**config.mk**
```make
export PLATFORM = sky130hd
export DESIGN_NAME = bounded_deque_priority_end_pop
export DESIGN_NICKNAME = d
export VERILOG_FILES = /design/src/bdq_pkg.sv /design/src/bounded_deque_priority_end_pop.sv
export SDC_FILE = /design/constraint.sdc
export NUM_CORES = 1
export LEC_CHECK = 0
export BUFFER_PORTS_ARGS = -buffer_cell sky130_fd_sc_hd__buf_2
export CAP_MARGIN = 20
export CORE_MARGIN = 2
export CORE_UTILIZATION = 35
export DETAILED_ROUTE_END_ITERATION = 8
export HOLD_SLACK_MARGIN = 0.03
export PLACE_DENSITY = 0.5
export SLEW_MARGIN = 20
export SYNTH_ARGS = -nofsm -noshare
export SYNTH_HDL_FRONTEND = slang
export SYNTH_SLANG_ARGS = --single-unit
```
**constraint.sdc**
```tcl
create_clock -name clk_i -period 5 [get_ports clk_i]
set_input_delay 0.25 -clock clk_i [delete_from_list [all_inputs] [get_ports clk_i]]
set_output_delay 0.25 -clock clk_i [all_outputs]
set_load 0.05 [all_outputs]
```
**src/bdq_pkg.sv**
```systemverilog
`default_nettype none
// ----------------------------------------------------------------------------
// bdq_pkg
// types, codes and sizes shared by the bounded deque and its checker
// ----------------------------------------------------------------------------
package bdq_pkg;

  localparam int unsigned DEPTH     = 32;
  localparam int unsigned TAG_BITS  = 16;
  localparam int unsigned PRI_BITS  = 8;
  localparam int unsigned ADDR_W    = $clog2(DEPTH);
  localparam int unsigned CNT_W     = 6;
  localparam int unsigned MODE_W    = 3;
  localparam int unsigned STATUS_W  = 2;
  localparam int unsigned APB_DW    = 32;
  localparam int unsigned APB_AW    = 2;
  localparam logic [CNT_W-1:0] LIMIT_RESET = CNT_W'(20);
  localparam logic [APB_AW-1:0] CAPACITY_LIMIT_ADDR = '0;

  typedef enum logic [MODE_W-1:0] {
    MODE_PUSH_FRONT = 3'd0,
    MODE_PUSH_BACK  = 3'd1,
    MODE_POP_FRONT  = 3'd2,
    MODE_POP_BACK   = 3'd3,
    MODE_POP_PRIO   = 3'd4
  } mode_e;

  typedef enum logic [STATUS_W-1:0] {
    STATUS_DONE  = 2'd0,
    STATUS_FULL  = 2'd1,
    STATUS_EMPTY = 2'd2
  } status_e;

  typedef struct packed {
    logic [TAG_BITS-1:0] tag;
    logic [PRI_BITS-1:0] pri;
  } entry_t;

endpackage
`default_nettype wire

```
**src/bounded_deque_priority_end_pop.sv**
```systemverilog
`default_nettype none
// ----------------------------------------------------------------------------
// bounded_deque_priority_end_pop
// bounded double-ended queue of tag/priority entries held in a ring memory
// ----------------------------------------------------------------------------
// When a request is accepted both end entries are read from the ring memory
// into registers (synchronous read); in the execute state the request is
// resolved: a push writes its entry back, the front pointer and count are
// updated and the result is loaded into the output register. A new request is
// accepted once the execute state is done, even while the result still
// waits; the execute state holds while an earlier result is still stalled.
// The capacity limit is written over APB at address 0; the user must write
// it only while the block is idle, which the block itself does not enforce.
// A value above the depth acts as the depth, and zero refuses every push.
module bounded_deque_priority_end_pop
  import bdq_pkg::*;
(
  input  wire logic                clk_i,
  input  wire logic                rst_ni,
  input  wire logic                in_valid_i,
  output      logic                in_stall_o,
  input  wire logic [MODE_W-1:0]   mode_i,
  input  wire logic [TAG_BITS-1:0] entry_tag_i,
  input  wire logic [PRI_BITS-1:0] entry_priority_i,
  output      logic                out_valid_o,
  input  wire logic                out_stall_i,
  output      logic [STATUS_W-1:0] status_o,
  output      logic [TAG_BITS-1:0] removed_tag_o,
  output      logic [PRI_BITS-1:0] removed_priority_o,
  output      logic                taken_from_back_o,
  output      logic [CNT_W-1:0]    fill_count_o,
  output      logic                now_empty_o,
  output      logic                now_full_o,
  input  wire logic                psel,
  input  wire logic                penable,
  input  wire logic                pwrite,
  input  wire logic [APB_AW-1:0]   paddr,
  input  wire logic [APB_DW-1:0]   pwdata,
  output      logic [APB_DW-1:0]   prdata,
  output      logic                pready
);

  typedef enum logic {
    S_IDLE,
    S_EXEC
  } state_e;

  state_e state_q, state_d;

  entry_t mem_q [DEPTH];
  entry_t rd_front_q, rd_back_q;

  logic [ADDR_W-1:0]   front_q, front_d;
  logic [CNT_W-1:0]    count_q, count_d;
  logic [CNT_W-1:0]    limit_q;
  logic [MODE_W-1:0]   req_mode_q;
  entry_t              req_entry_q;

  logic                out_valid_q, out_valid_d;
  logic [STATUS_W-1:0] status_q, status_d;
  entry_t              removed_q, removed_d;
  logic                from_back_q, from_back_d;
  logic [CNT_W-1:0]    fill_q;
  logic                empty_q, full_q;

  logic              in_accept;
  logic              proceed;
  logic [CNT_W-1:0]  eff_limit;
  logic              is_full, is_empty;
  logic [ADDR_W-1:0] back_addr, push_back_addr;
  logic              wr_en;
  logic [ADDR_W-1:0] wr_addr;
  logic              take_back;

  assign in_accept      = in_valid_i && !in_stall_o;
  assign in_stall_o     = (state_q != S_IDLE);
  assign proceed        = (state_q == S_EXEC) && (!out_valid_q || !out_stall_i);
  assign eff_limit      = (limit_q > CNT_W'(DEPTH)) ? CNT_W'(DEPTH) : limit_q;
  assign is_full        = (count_q >= eff_limit);
  assign is_empty       = (count_q == '0);
  assign back_addr      = front_q + count_q[ADDR_W-1:0] - ADDR_W'(1);
  assign push_back_addr = front_q + count_q[ADDR_W-1:0];

  // apb register
  assign pready = 1'b1;
  assign prdata = APB_DW'(limit_q);

  always_ff @(posedge clk_i or negedge rst_ni) begin
    if (!rst_ni) begin
      limit_q <= LIMIT_RESET;
    end else if (psel && penable && pwrite && pready && (paddr == CAPACITY_LIMIT_ADDR)) begin
      limit_q <= pwdata[CNT_W-1:0];
    end
  end

  // request resolution
  always_comb begin
    state_d     = state_q;
    front_d     = front_q;
    count_d     = count_q;
    out_valid_d = out_valid_q && out_stall_i;
    status_d    = STATUS_DONE;
    removed_d   = '0;
    from_back_d = 1'b0;
    wr_en       = 1'b0;
    wr_addr     = push_back_addr;
    take_back   = 1'b0;

    case (req_mode_q)
      MODE_PUSH_FRONT, MODE_PUSH_BACK: begin
        if (is_full) begin
          status_d = STATUS_FULL;
        end else begin
          wr_en   = 1'b1;
          count_d = count_q + CNT_W'(1);
          if (req_mode_q == MODE_PUSH_FRONT) begin
            front_d = front_q - ADDR_W'(1);
            wr_addr = front_q - ADDR_W'(1);
          end
        end
      end
      MODE_POP_FRONT, MODE_POP_BACK, MODE_POP_PRIO: begin
        if (is_empty) begin
          status_d = STATUS_EMPTY;
        end else begin
          if (req_mode_q == MODE_POP_BACK) begin
            take_back = 1'b1;
          end else if (req_mode_q == MODE_POP_PRIO && count_q != CNT_W'(1)) begin
            take_back = (rd_front_q.pri < rd_back_q.pri);
          end
          removed_d   = take_back ? rd_back_q : rd_front_q;
          from_back_d = take_back;
          count_d     = count_q - CNT_W'(1);
          if (!take_back) begin
            front_d = front_q + ADDR_W'(1);
          end
        end
      end
      default: begin
      end
    endcase

    if (state_q == S_IDLE) begin
      if (in_accept) begin
        state_d = S_EXEC;
      end
    end else if (proceed) begin
      state_d     = S_IDLE;
      out_valid_d = 1'b1;
    end

    if (!proceed) begin
      wr_en   = 1'b0;
      front_d = front_q;
      count_d = count_q;
    end
  end

  always_ff @(posedge clk_i or negedge rst_ni) begin
    if (!rst_ni) begin
      state_q     <= S_IDLE;
      front_q     <= '0;
      count_q     <= '0;
      out_valid_q <= 1'b0;
      req_mode_q  <= '0;
      req_entry_q <= '0;
      status_q    <= STATUS_DONE;
      removed_q   <= '0;
      from_back_q <= 1'b0;
      fill_q      <= '0;
      empty_q     <= 1'b1;
      full_q      <= 1'b0;
    end else begin
      state_q     <= state_d;
      front_q     <= front_d;
      count_q     <= count_d;
      out_valid_q <= out_valid_d;
      if (in_accept) begin
        req_mode_q      <= mode_i;
        req_entry_q.tag <= entry_tag_i;
        req_entry_q.pri <= entry_priority_i;
      end
      if (proceed) begin
        status_q    <= status_d;
        removed_q   <= removed_d;
        from_back_q <= from_back_d;
        fill_q      <= count_d;
        empty_q     <= (count_d == '0);
        full_q      <= (count_d >= eff_limit);
      end
    end
  end

  // ring memory, one write and two registered reads
  always_ff @(posedge clk_i) begin
    if (wr_en) begin
      mem_q[wr_addr] <= req_entry_q;
    end
    if (in_accept) begin
      rd_front_q <= mem_q[front_q];
      rd_back_q  <= mem_q[back_addr];
    end
  end

  assign out_valid_o        = out_valid_q;
  assign status_o           = status_q;
  assign removed_tag_o      = removed_q.tag;
  assign removed_priority_o = removed_q.pri;
  assign taken_from_back_o  = from_back_q;
  assign fill_count_o       = fill_q;
  assign now_empty_o        = empty_q;
  assign now_full_o         = full_q;

endmodule
`default_nettype wire

```
# After elaboration in Yosys (flattened, before gate mapping)
# Memories as Yosys holds them, arrays and structs flattened. A register that Yosys moved wholly into a read port is not among the register bits.
# Cells that the tools add are included.
[word_totals]
mem_count = 1
regBits = 81
in_bits = 68
ramBits = 768
out_inout_bits = 70
[op_classes]
n_mux = 35
add_sub_neg = 6
n_reduce_logical = 19
magnitude_cmp = 4
n_eq_ne = 9
[memory_table]
columns = ["name", "depth", "width", "read_ports", "rd_ports_with_merged_regs", "wr", "line_no", "text"]
rows = [
  ["mem_q", 32, 24, 2, 2, 1, "bounded_deque_priority_end_pop.sv:50", "entry_t mem_q [DEPTH];"],
]
[ops]
columns = ["op", "n"]
rows = [
  ["$mux W24", 3],
  ["$mux W5", 7],
  ["$mux W6", 4],
  ["$mux W1", 17],
  ["$ge A6 B6 Y1", 2],
  ["$logic_not A6 Y1", 2],
  ["$pmux W6 S2", 1],
  ["$pmux W5 S2", 1],
  ["$sub A5 B1 Y5 const B", 2],
  ["$lt A8 B8 Y1", 1],
  ["$ne A2 B2 Y1 const B", 4],
  ["$logic_and A1 B1 Y1", 7],
  ["$add A6 B1 Y6 const B", 1],
  ["$eq A3 B2 Y1 const B", 2],
  ["$gt A6 B6 Y1 const B", 1],
  ["$ne A6 B1 Y1 const B", 1],
  ["$reduce_and A6 Y1", 1],
  ["$sub A6 B1 Y6 const B", 1],
  ["$add A5 B1 Y5 const B", 1],
  ["$add A5 B5 Y5", 1],
  ["$pmux W2 S2", 1],
  ["$eq A3 B1 Y1 const B", 1],
  ["$eq A3 B3 Y1 const B", 1],
  ["$logic_not A1 Y1", 3],
  ["other kinds (7)", 7],
]

# Depth between registers and ports, before layout
# Gate-level depths: netlist of run 1.
[depth]
word_depth = 9
ltp_mapped = 15
mapped_depth_nobuf = 15

# Worst setup path after synthesis of run 1
# OpenSTA, ideal clock, no wires.
[synth_path]
kind = "reg2reg"
start = "register limit_q[5]"
end = "memory mem_q[30][0] (netlist bit) (enable)"
stages_incl_launch_ff = 11
arrival_ps = 3545
required_time_ps = 4595
setup_ps = 405
path_slack_ps = 1051
path_cell_list = "dfrtp_1 > inv_1 > ha_1 > a21oi_1 > o211a_1 > o211a_1 > buf_2 > mux2_2 > nor2_1 > nand2_1 > nor2_1"
[synth_between]
elab_chain_len = 8
[synth_rtl]
columns = ["element", "line_no", "text"]
rows = [
  ["from (decl)", "bounded_deque_priority_end_pop.sv:55", "logic [CNT_W-1:0] limit_q;"],
  ["from (signal assigned)", "bounded_deque_priority_end_pop.sv:92", "limit_q <= pwdata[CNT_W-1:0];"],
  ["$gt A6 B6 Y1", "bounded_deque_priority_end_pop.sv:78", "assign eff_limit = (limit_q > CNT_W'(DEPTH)) ? CNT_W'(DEPTH) : limit_q;"],
  ["$mux W6 (*)", "bounded_deque_priority_end_pop.sv:78", ""],
  ["$ge A6 B6 Y1 (*)", "bounded_deque_priority_end_pop.sv:79", "assign is_full = (count_q >= eff_limit);"],
  ["$mux W1", "bounded_deque_priority_end_pop.sv:111", "if (is_full) begin"],
  ["$mux W1", "bounded_deque_priority_end_pop.sv:109", "case (req_mode_q)"],
  ["$mux W1", "bounded_deque_priority_end_pop.sv:152", "if (!proceed) begin"],
  ["$mux W1", "bounded_deque_priority_end_pop.sv:196", "if (wr_en) begin"],
  ["$mux W1 (implied by the code)", "bounded_deque_priority_end_pop.sv:197", "mem_q[wr_addr] <= req_entry_q;"],
  ["to (decl)", "bounded_deque_priority_end_pop.sv:50", ""],
]
# Mark *: on every way between the ends. The rest lies on a longest branch, timed or not.

# Worst setup path after layout of run 1
[layout_path]
start = "register limit_q[5]"
end = "memory mem_q[10][13] (netlist bit) (enable)"
# Same word-level chain as after synthesis.

==> flow_summary.ini, run 1 <==
[final_layout]
syn_to_final_growth_pct = 15.3
fillers = 10400
register_area_sq_um = 26600
finish.utilization_pct = 40.7
multi_input_area_sq_um = 14600
final_common_cell = edfxtp_1
final_area_sq_um = 48000
drive_above_1_share_pct = 37.4
layout_common_cells = edfxtp_1 (816), mux4_2 (432), mux2i_1 (126), nand2_1 (120), clkbuf_16 (99)
finalNetCount = 2370

[worst_hold_path]
min_from = in_valid_i
holdPathStages = 3
hold_path.class = in2reg
min_to = req_mode_q[2]

[detailed_routing]
drc_errors = 0
postRouteAntennaNets = 0
vias = 22700
via_per_inst = 5.84
drtIter0Drc = 2429
wire_per_inst_microns = 31.9
drt_wl_total_microns = 124000
drt_first_pass_iters = 5

[synthesis]
ys_seq_area_share_pct = 63.8
synthTopCellsByArea = edfxtp_1 (59%), mux4_2 (23%), dfrtp_1 (4.7%), mux2i_1 (3.0%), mux2_2 (1.6%)
synth.distinct_cells = 60
synth-edff-count = 816
synth_top_area_share_pct = 58.9
netlist.top_cell.by_area = edfxtp_1
synthCells = 2123
async_flop_share_pct = 9.03
syn_area_per_cell_sq_um = 19.6
synth_ff_type = edfxtp_1
ys_warn_count = 0
syn_area_sq_um = 41600
yosys_register_bits = 897

[setup_path]
crit_slowest_cell = buf_4
r2r_start = limit_q[5]
start_kind = flip-flop
critPathBufInv = 1
r2r_setup_slack_ns = 0.94
cp.required_ns = 5.29
r2r-end = mem_q[10][13]
cp_max_fo = 24
worst_setup_path_end_kind = flip-flop
worstPathCellList = nor2b_1 -> ha_1 -> nand2b_1 -> a21oi_1 -> o21ai_0 -> nor3b_1 -> nand2_1 -> nor2_4 -> buf_4
crit_arrival_ns = 4.34
setup.worst_path.class = reg2reg
ff2ff_path_depth = 9
critPathTopFamily = simple AND/OR/NAND/NOR gates
critical_path.max_stage_delay_ns = 0.60

[clock_network]
cts.sinks = 897
cts-root-buf = clkbuf_16
clkLatencyLatePin_ns = 0.67
cts_tree = built
cts.clk_slew.worst_paths_ns = 0.06
cts-htree-levels = 3
clock_path_buffers = 3
cts_resized = 0
postCtsSetupRepairBufs = 0
cts_hold_buf = 35
cts_made_buffers = 96

[sta]
max_freq_mhz = 247
rsz0062_at_grt = false
fin_crit_ns = 4.06
finalCritPeriodShare_pct = 81.1
maxSlewViolCount = 0
postLayoutSetupSlackWorst_ns = 0.945
fin_tns_setup_ns = 0
slew_headroom_pct = 28.4
skew_ns = 0.0253
worst_pin_slew_ns = 1.07
setup_viol = 0
hold_viol = 0

[floorplan]
io_pins = 138
rows = 126
die_h_microns = 349
core_area_sq_um = 118000
die-area_sq_um = 122000
die_w_microns = 349
start_util_pct = 35.3

[grt]
overflow = 0
grt_pass1_wl_microns = 178000
grt_start_max_net_pins = 101
first_global_vias = 23800
antenna_found_initial = 1
grt_util_all_layers_pct = 20.6

[placement]
dpl-instance-area_sq_um = 44500
pre_cts_ws_ns = 0.939
detailed_place_hpwl_microns = 70100
globalplace.congestion = 0.791
io_buffers = 84

[run_status]
status = finished clean

[flow_run]
drv_cap = 0
[state kept, by name (all words and copies together), names as in the netlist]
signal / flops
rd_front_q: 24
out_valid_o: 1
now_empty_o: 1
rd_back_q: 24
mem_q: 768
removed_priority_o: 8
in_stall_o: 1
limit_q: 6
removed_tag_o: 16
req_mode_q: 3
now_full_o: 1
front_q: 5
fill_count_o: 6
count_q: 6
taken_from_back_o: 1
status_o: 2
req_entry_q: 24
[cell usage after synthesis, types with 4 or more instances]
library cell / n
mux2_2: 58
a21o_1: 6
buf_4: 33
nor2_1: 51
a21oi_1: 16
nand3_1: 8
ha_1: 28
clkbuf_1: 64
mux2i_1: 126
nand2_1: 121
buf_1: 23
o21ai_1: 26
o21ai_0: 25
xnor2_1: 13
buf_2: 43
xor2_1: 8
dfrtp_1: 78
a31o_2: 24
mux4_2: 432
edfxtp_1: 816
nor3_1: 9
buf_6: 4
nand2b_1: 7
o22ai_1: 25
inv_1: 22
nand4_1: 4
[metal layers]
| layer | part of all wire, % | track usage, % | wire (microns) |
|---|---|---|---|
| met3 | 6.5 | 3.48 | 8080 |
| met4 | 2.3 | 5.30 | 2800 |
| met1 | 42 | 28.2 | 52600 |
| met5 | 0 | 0 | 0 |
| met2 | 49 | 34.2 | 60600 |
[area by class of cell]
cell class,count,share of cell area [%]
antenna,1,0.00522
sequential,897,55.4
inverter,23,0.180
clock inverter,56,0.996
multi-input combinational,1061,30.4
tap,1536,4.01
clock buffer,125,5.47
timing repair buffer,194,3.59
[cells by family (layout without fill, tap and decap cells)]
logic type	count (synthesis)	count (layout)	synth area share, %
buffers and inverters	190	398	2.21
DFF	897	897	63.8
other	2	28	0.0181
muxes	616	616	28.0
and+or+nand+nor	218	218	2.22
xor gates and xnor gates	21	21	0.442
adders and majority gates	30	30	0.914
AOI/OAI and AO/OA	149	149	2.41
[worst reg2reg max path, stage by stage, from the launching register on]
cell,delay [ns]
dfrtp_1,0.44
nor2b_1,0.31
ha_1,0.30
nand2b_1,0.14
a21oi_1,0.32
o21ai_0,0.39
nor3b_1,0.40
nand2_1,0.52
nor2_4,0.24
buf_4,0.60
[metrics by stage]
step	std cells	hold WS, ns
finish	3893	0.100
detailed placement	3676	0.318
CTS	3892	0.0762
global placement	3676	0.307
global route	3892	0.0950
floorplan	2148	-0.0456
[how the worst max path moves through the flow]
stage                          start       endpoint  slack (ns)  cells after the start
after floorplan           limit_q[5]   mem_q[30][0]        1.05                     10
after global placement    limit_q[4]     now_full_o        0.98                     14
after detailed placement  limit_q[5]   mem_q[23][5]        0.94                      9
after CTS                 limit_q[5]  mem_q[23][14]        0.89                      9
after global routing      limit_q[5]  mem_q[23][14]        0.70                      9
final                     limit_q[5]  mem_q[10][13]        0.94                      9
Power of run 1 is left out: the tool's default activity adds up to more than one toggle a clock period on the data nets, which glitch-free logic cannot reach.
==> run 2, diff against run 1 <==
--- a/config.mk
+++ b/config.mk
@@ -5,6 +5,7 @@
 export SDC_FILE = /design/constraint.sdc
 export NUM_CORES = 1
 export LEC_CHECK = 0
+export ABC_AREA = 1
 export BUFFER_PORTS_ARGS = -buffer_cell sky130_fd_sc_hd__buf_2
 export CAP_MARGIN = 20
 export CORE_MARGIN = 2
==> constraint.sdc (replaced) <==
create_clock -name clk_i -period 4 [get_ports clk_i]
set_input_delay 0.2 -clock clk_i [delete_from_list [all_inputs] [get_ports clk_i]]
set_output_delay 0.2 -clock clk_i [all_outputs]
set_load 0.05 [all_outputs]
==> run 2 against run 1 <==
  * Utilization up 0.11 points
  * Area after synthesis up 4.1%
  * Critical path depth up 8
  * Synthesized cell count up 110%
  * Via count up 54%
  * Non-clock buffer count up 105
  * Routed wire length up 20%
  * Flip-flop and latch count unchanged
  * Clock skew about the same
  * Critical path type unchanged
  * Worst hold slack better by 0.0072 ns
  * First-iteration DRC count up 70%
  * Sequential share of layout area down 2.5 points
==> flow_summary.ini, run 2 <==
[sta]
worst_pin_slew_ns = 1.00
fin_tns_setup_ns = 0
rsz0062_at_grt = false
slew_headroom_pct = 33.3
maxSlewViolCount = 0
skew_ns = 0.0249
setup_viol = 0
max_freq_mhz = 270
hold_viol = 0
finalCritPeriodShare_pct = 92.7
fin_crit_ns = 3.71

[floorplan]
start_util_pct = 35.2
rows = 129
die-area_sq_um = 127000
die_h_microns = 356
io_pins = 138
die_w_microns = 356
core_area_sq_um = 123000

[setup_path]
worst_setup_path_end_kind = flip-flop
cp_max_fo = 21
r2r-end = mem_q[7][6]
ff2ff_path_depth = 17
cp.required_ns = 4.37
r2r_setup_slack_ns = 0.29
r2r_start = limit_q[3]
start_kind = flip-flop
crit_arrival_ns = 4.08
setup.worst_path.class = reg2reg

[grt]
grtUsageMet1_pct = 32.7
antenna_found_initial = 0
top_usage_layer = met2
grt_util_all_layers_pct = 23.1
first_global_vias = 33000
use_met2_pct = 36.8
grt_start_max_net_pins = 165
grt_use_met3_pct = 3.08
overflow = 0
grt_pass1_wl_microns = 218000

[detailed_routing]
postRouteAntennaNets = 0
vias = 35000
wire_per_inst_microns = 24.1
via_per_inst = 5.65
drc_errors = 0
drtIter0Drc = 4135
drt_wl_total_microns = 149000
drt_first_pass_iters = 6

[synthesis]
syn_area_sq_um = 43300
syn_area_per_cell_sq_um = 9.81
synthCells = 4415
async_flop_share_pct = 9.03
synth-edff-count = 816
synth_ff_type = edfxtp_1
synthTopCellsByCount = o21ai_0 (877), edfxtp_1 (816), nor2_1 (642)
synth_top_area_share_pct = 56.6
ys_warn_count = 0
ys_seq_area_share_pct = 61.3
synth.distinct_cells = 47
yosys_register_bits = 897
netlist.top_cell.by_area = edfxtp_1
synthTopCellsByArea = edfxtp_1 (57%), o21ai_0 (10%), nor2_1 (5.6%), nand2_1 (5.5%), dfrtp_1 (4.5%)
yosysMostFrequentCell = o21ai_0

[final_layout]
final_common_cell = o21ai_0
largest_register = mem_q
register_area_sq_um = 26600
diodes = 0
drive_above_1_share_pct = 10.1
fillers = 11800
multi_input_area_sq_um = 14900
finalNetCount = 4574
syn_to_final_growth_pct = 16.0
largest_reg_flops = 768
layout_common_cells = o21ai_0 (877), edfxtp_1 (816), nand2_1 (637), nor2_1 (608), a21oi_1 (201)

[placement]
globalplace.congestion = 0.871
io_buffers = 84
detailed_place_hpwl_microns = 89800

[clock_network]
cts.clk_slew.worst_paths_ns = 0.06
cts-htree-levels = 3
cts_made_buffers = 102
clock_path_buffers = 3
cts-root-buf = clkbuf_16
cts_tree = built
clkLatencyLatePin_ns = 0.70
cts.sinks = 897

[worst_hold_path]
hold_path.class = in2async

[run_status]
status = finished clean

[flow_run]
drv_cap = 0
## run 2: logic make-up (layout without fill, tap and decap cells)
group                    count (synthesis)  after routing  synth area share (%)
XOR/XNOR                                16             16                 0.419
other                                    2             27                0.0173
flip-flops                             897            897                  61.3
AO/OA/AOI/OAI                         1426           1426                  18.3
multiplexers                             4              4                 0.104
adder cells (fa/ha/maj)                 29             29                 0.855
AND/OR/NAND/NOR                       1505           1505                  13.9
buffers and inverters                  536            652                  5.18
## run 2: through the flow
step	hold WS, ns	utilization (%)	area (sq um)	setup slack [ns]	cells
after floorplan	-0.0956	-	43400	0.0537	4440
after global placement	0.312	37.7	46400	0.364	5947
final	0.108	40.8	50200	0.292	6193
after detailed placement	0.312	37.7	46400	0.344	5947
after global routing	0.136	40.8	50200	0.00137	6193
after CTS	0.0980	40.8	50200	0.340	6191
## run 2: layout make-up
type,count,share of cell area (%)
sequential,897,52.9
inverter,170,1.33
multi-input combinational,3007,29.7
tap,1637,4.08
clock buffer,132,5.49
timing repair buffer,299,5.60
clock inverter,51,0.932
## run 2: critical path, stage by stage, from the launching register on
cell     delay [ns]
dfrtp_1        0.40
nor2_1         0.10
nand2_1        0.05
o21ai_0        0.20
nand2_1        0.12
ha_1           0.31
nand2_1        0.06
nand2_1        0.05
a21oi_2        0.24
nand2_2        0.17
nor2_4         0.14
nand2_2        0.17
o21ai_2        0.33
inv_2          0.08
nor2_1         0.14
nand2_1        0.26
nor2_4         0.30
buf_12         0.23
## run 2: repair_timing
action / in CTS / in global routing
buffers inserted: 0 / 2
gates resized for setup: 0 / 0
hold buffers: 61 / 0
endpoints found under the hold margin: 92 / 0
setup endpoints to repair: 0 / 12
## run 2: layer usage
metal,wire length (microns),vias up,part of all wire (%)
met2,68600,1639,46
met1,64500,17200,43
met3,12000,247,8.0
met4,4330,0,2.9
li1,-,15900,-
met5,0,-,0
## run 2: worst max path at each step
stage,depth (start not counted),end,slack [ns],from
global route,17,mem_q[7][6],0.001,limit_q[3]
global placement,17,mem_q[7][21],0.36,limit_q[3]
CTS,17,mem_q[7][6],0.34,limit_q[3]
finish,17,mem_q[7][6],0.29,limit_q[3]
floorplan,16,mem_q[0][0],0.05,limit_q[3]
detailed placement,17,mem_q[7][18],0.34,limit_q[3]
Power of run 2 is left out for the same reason.
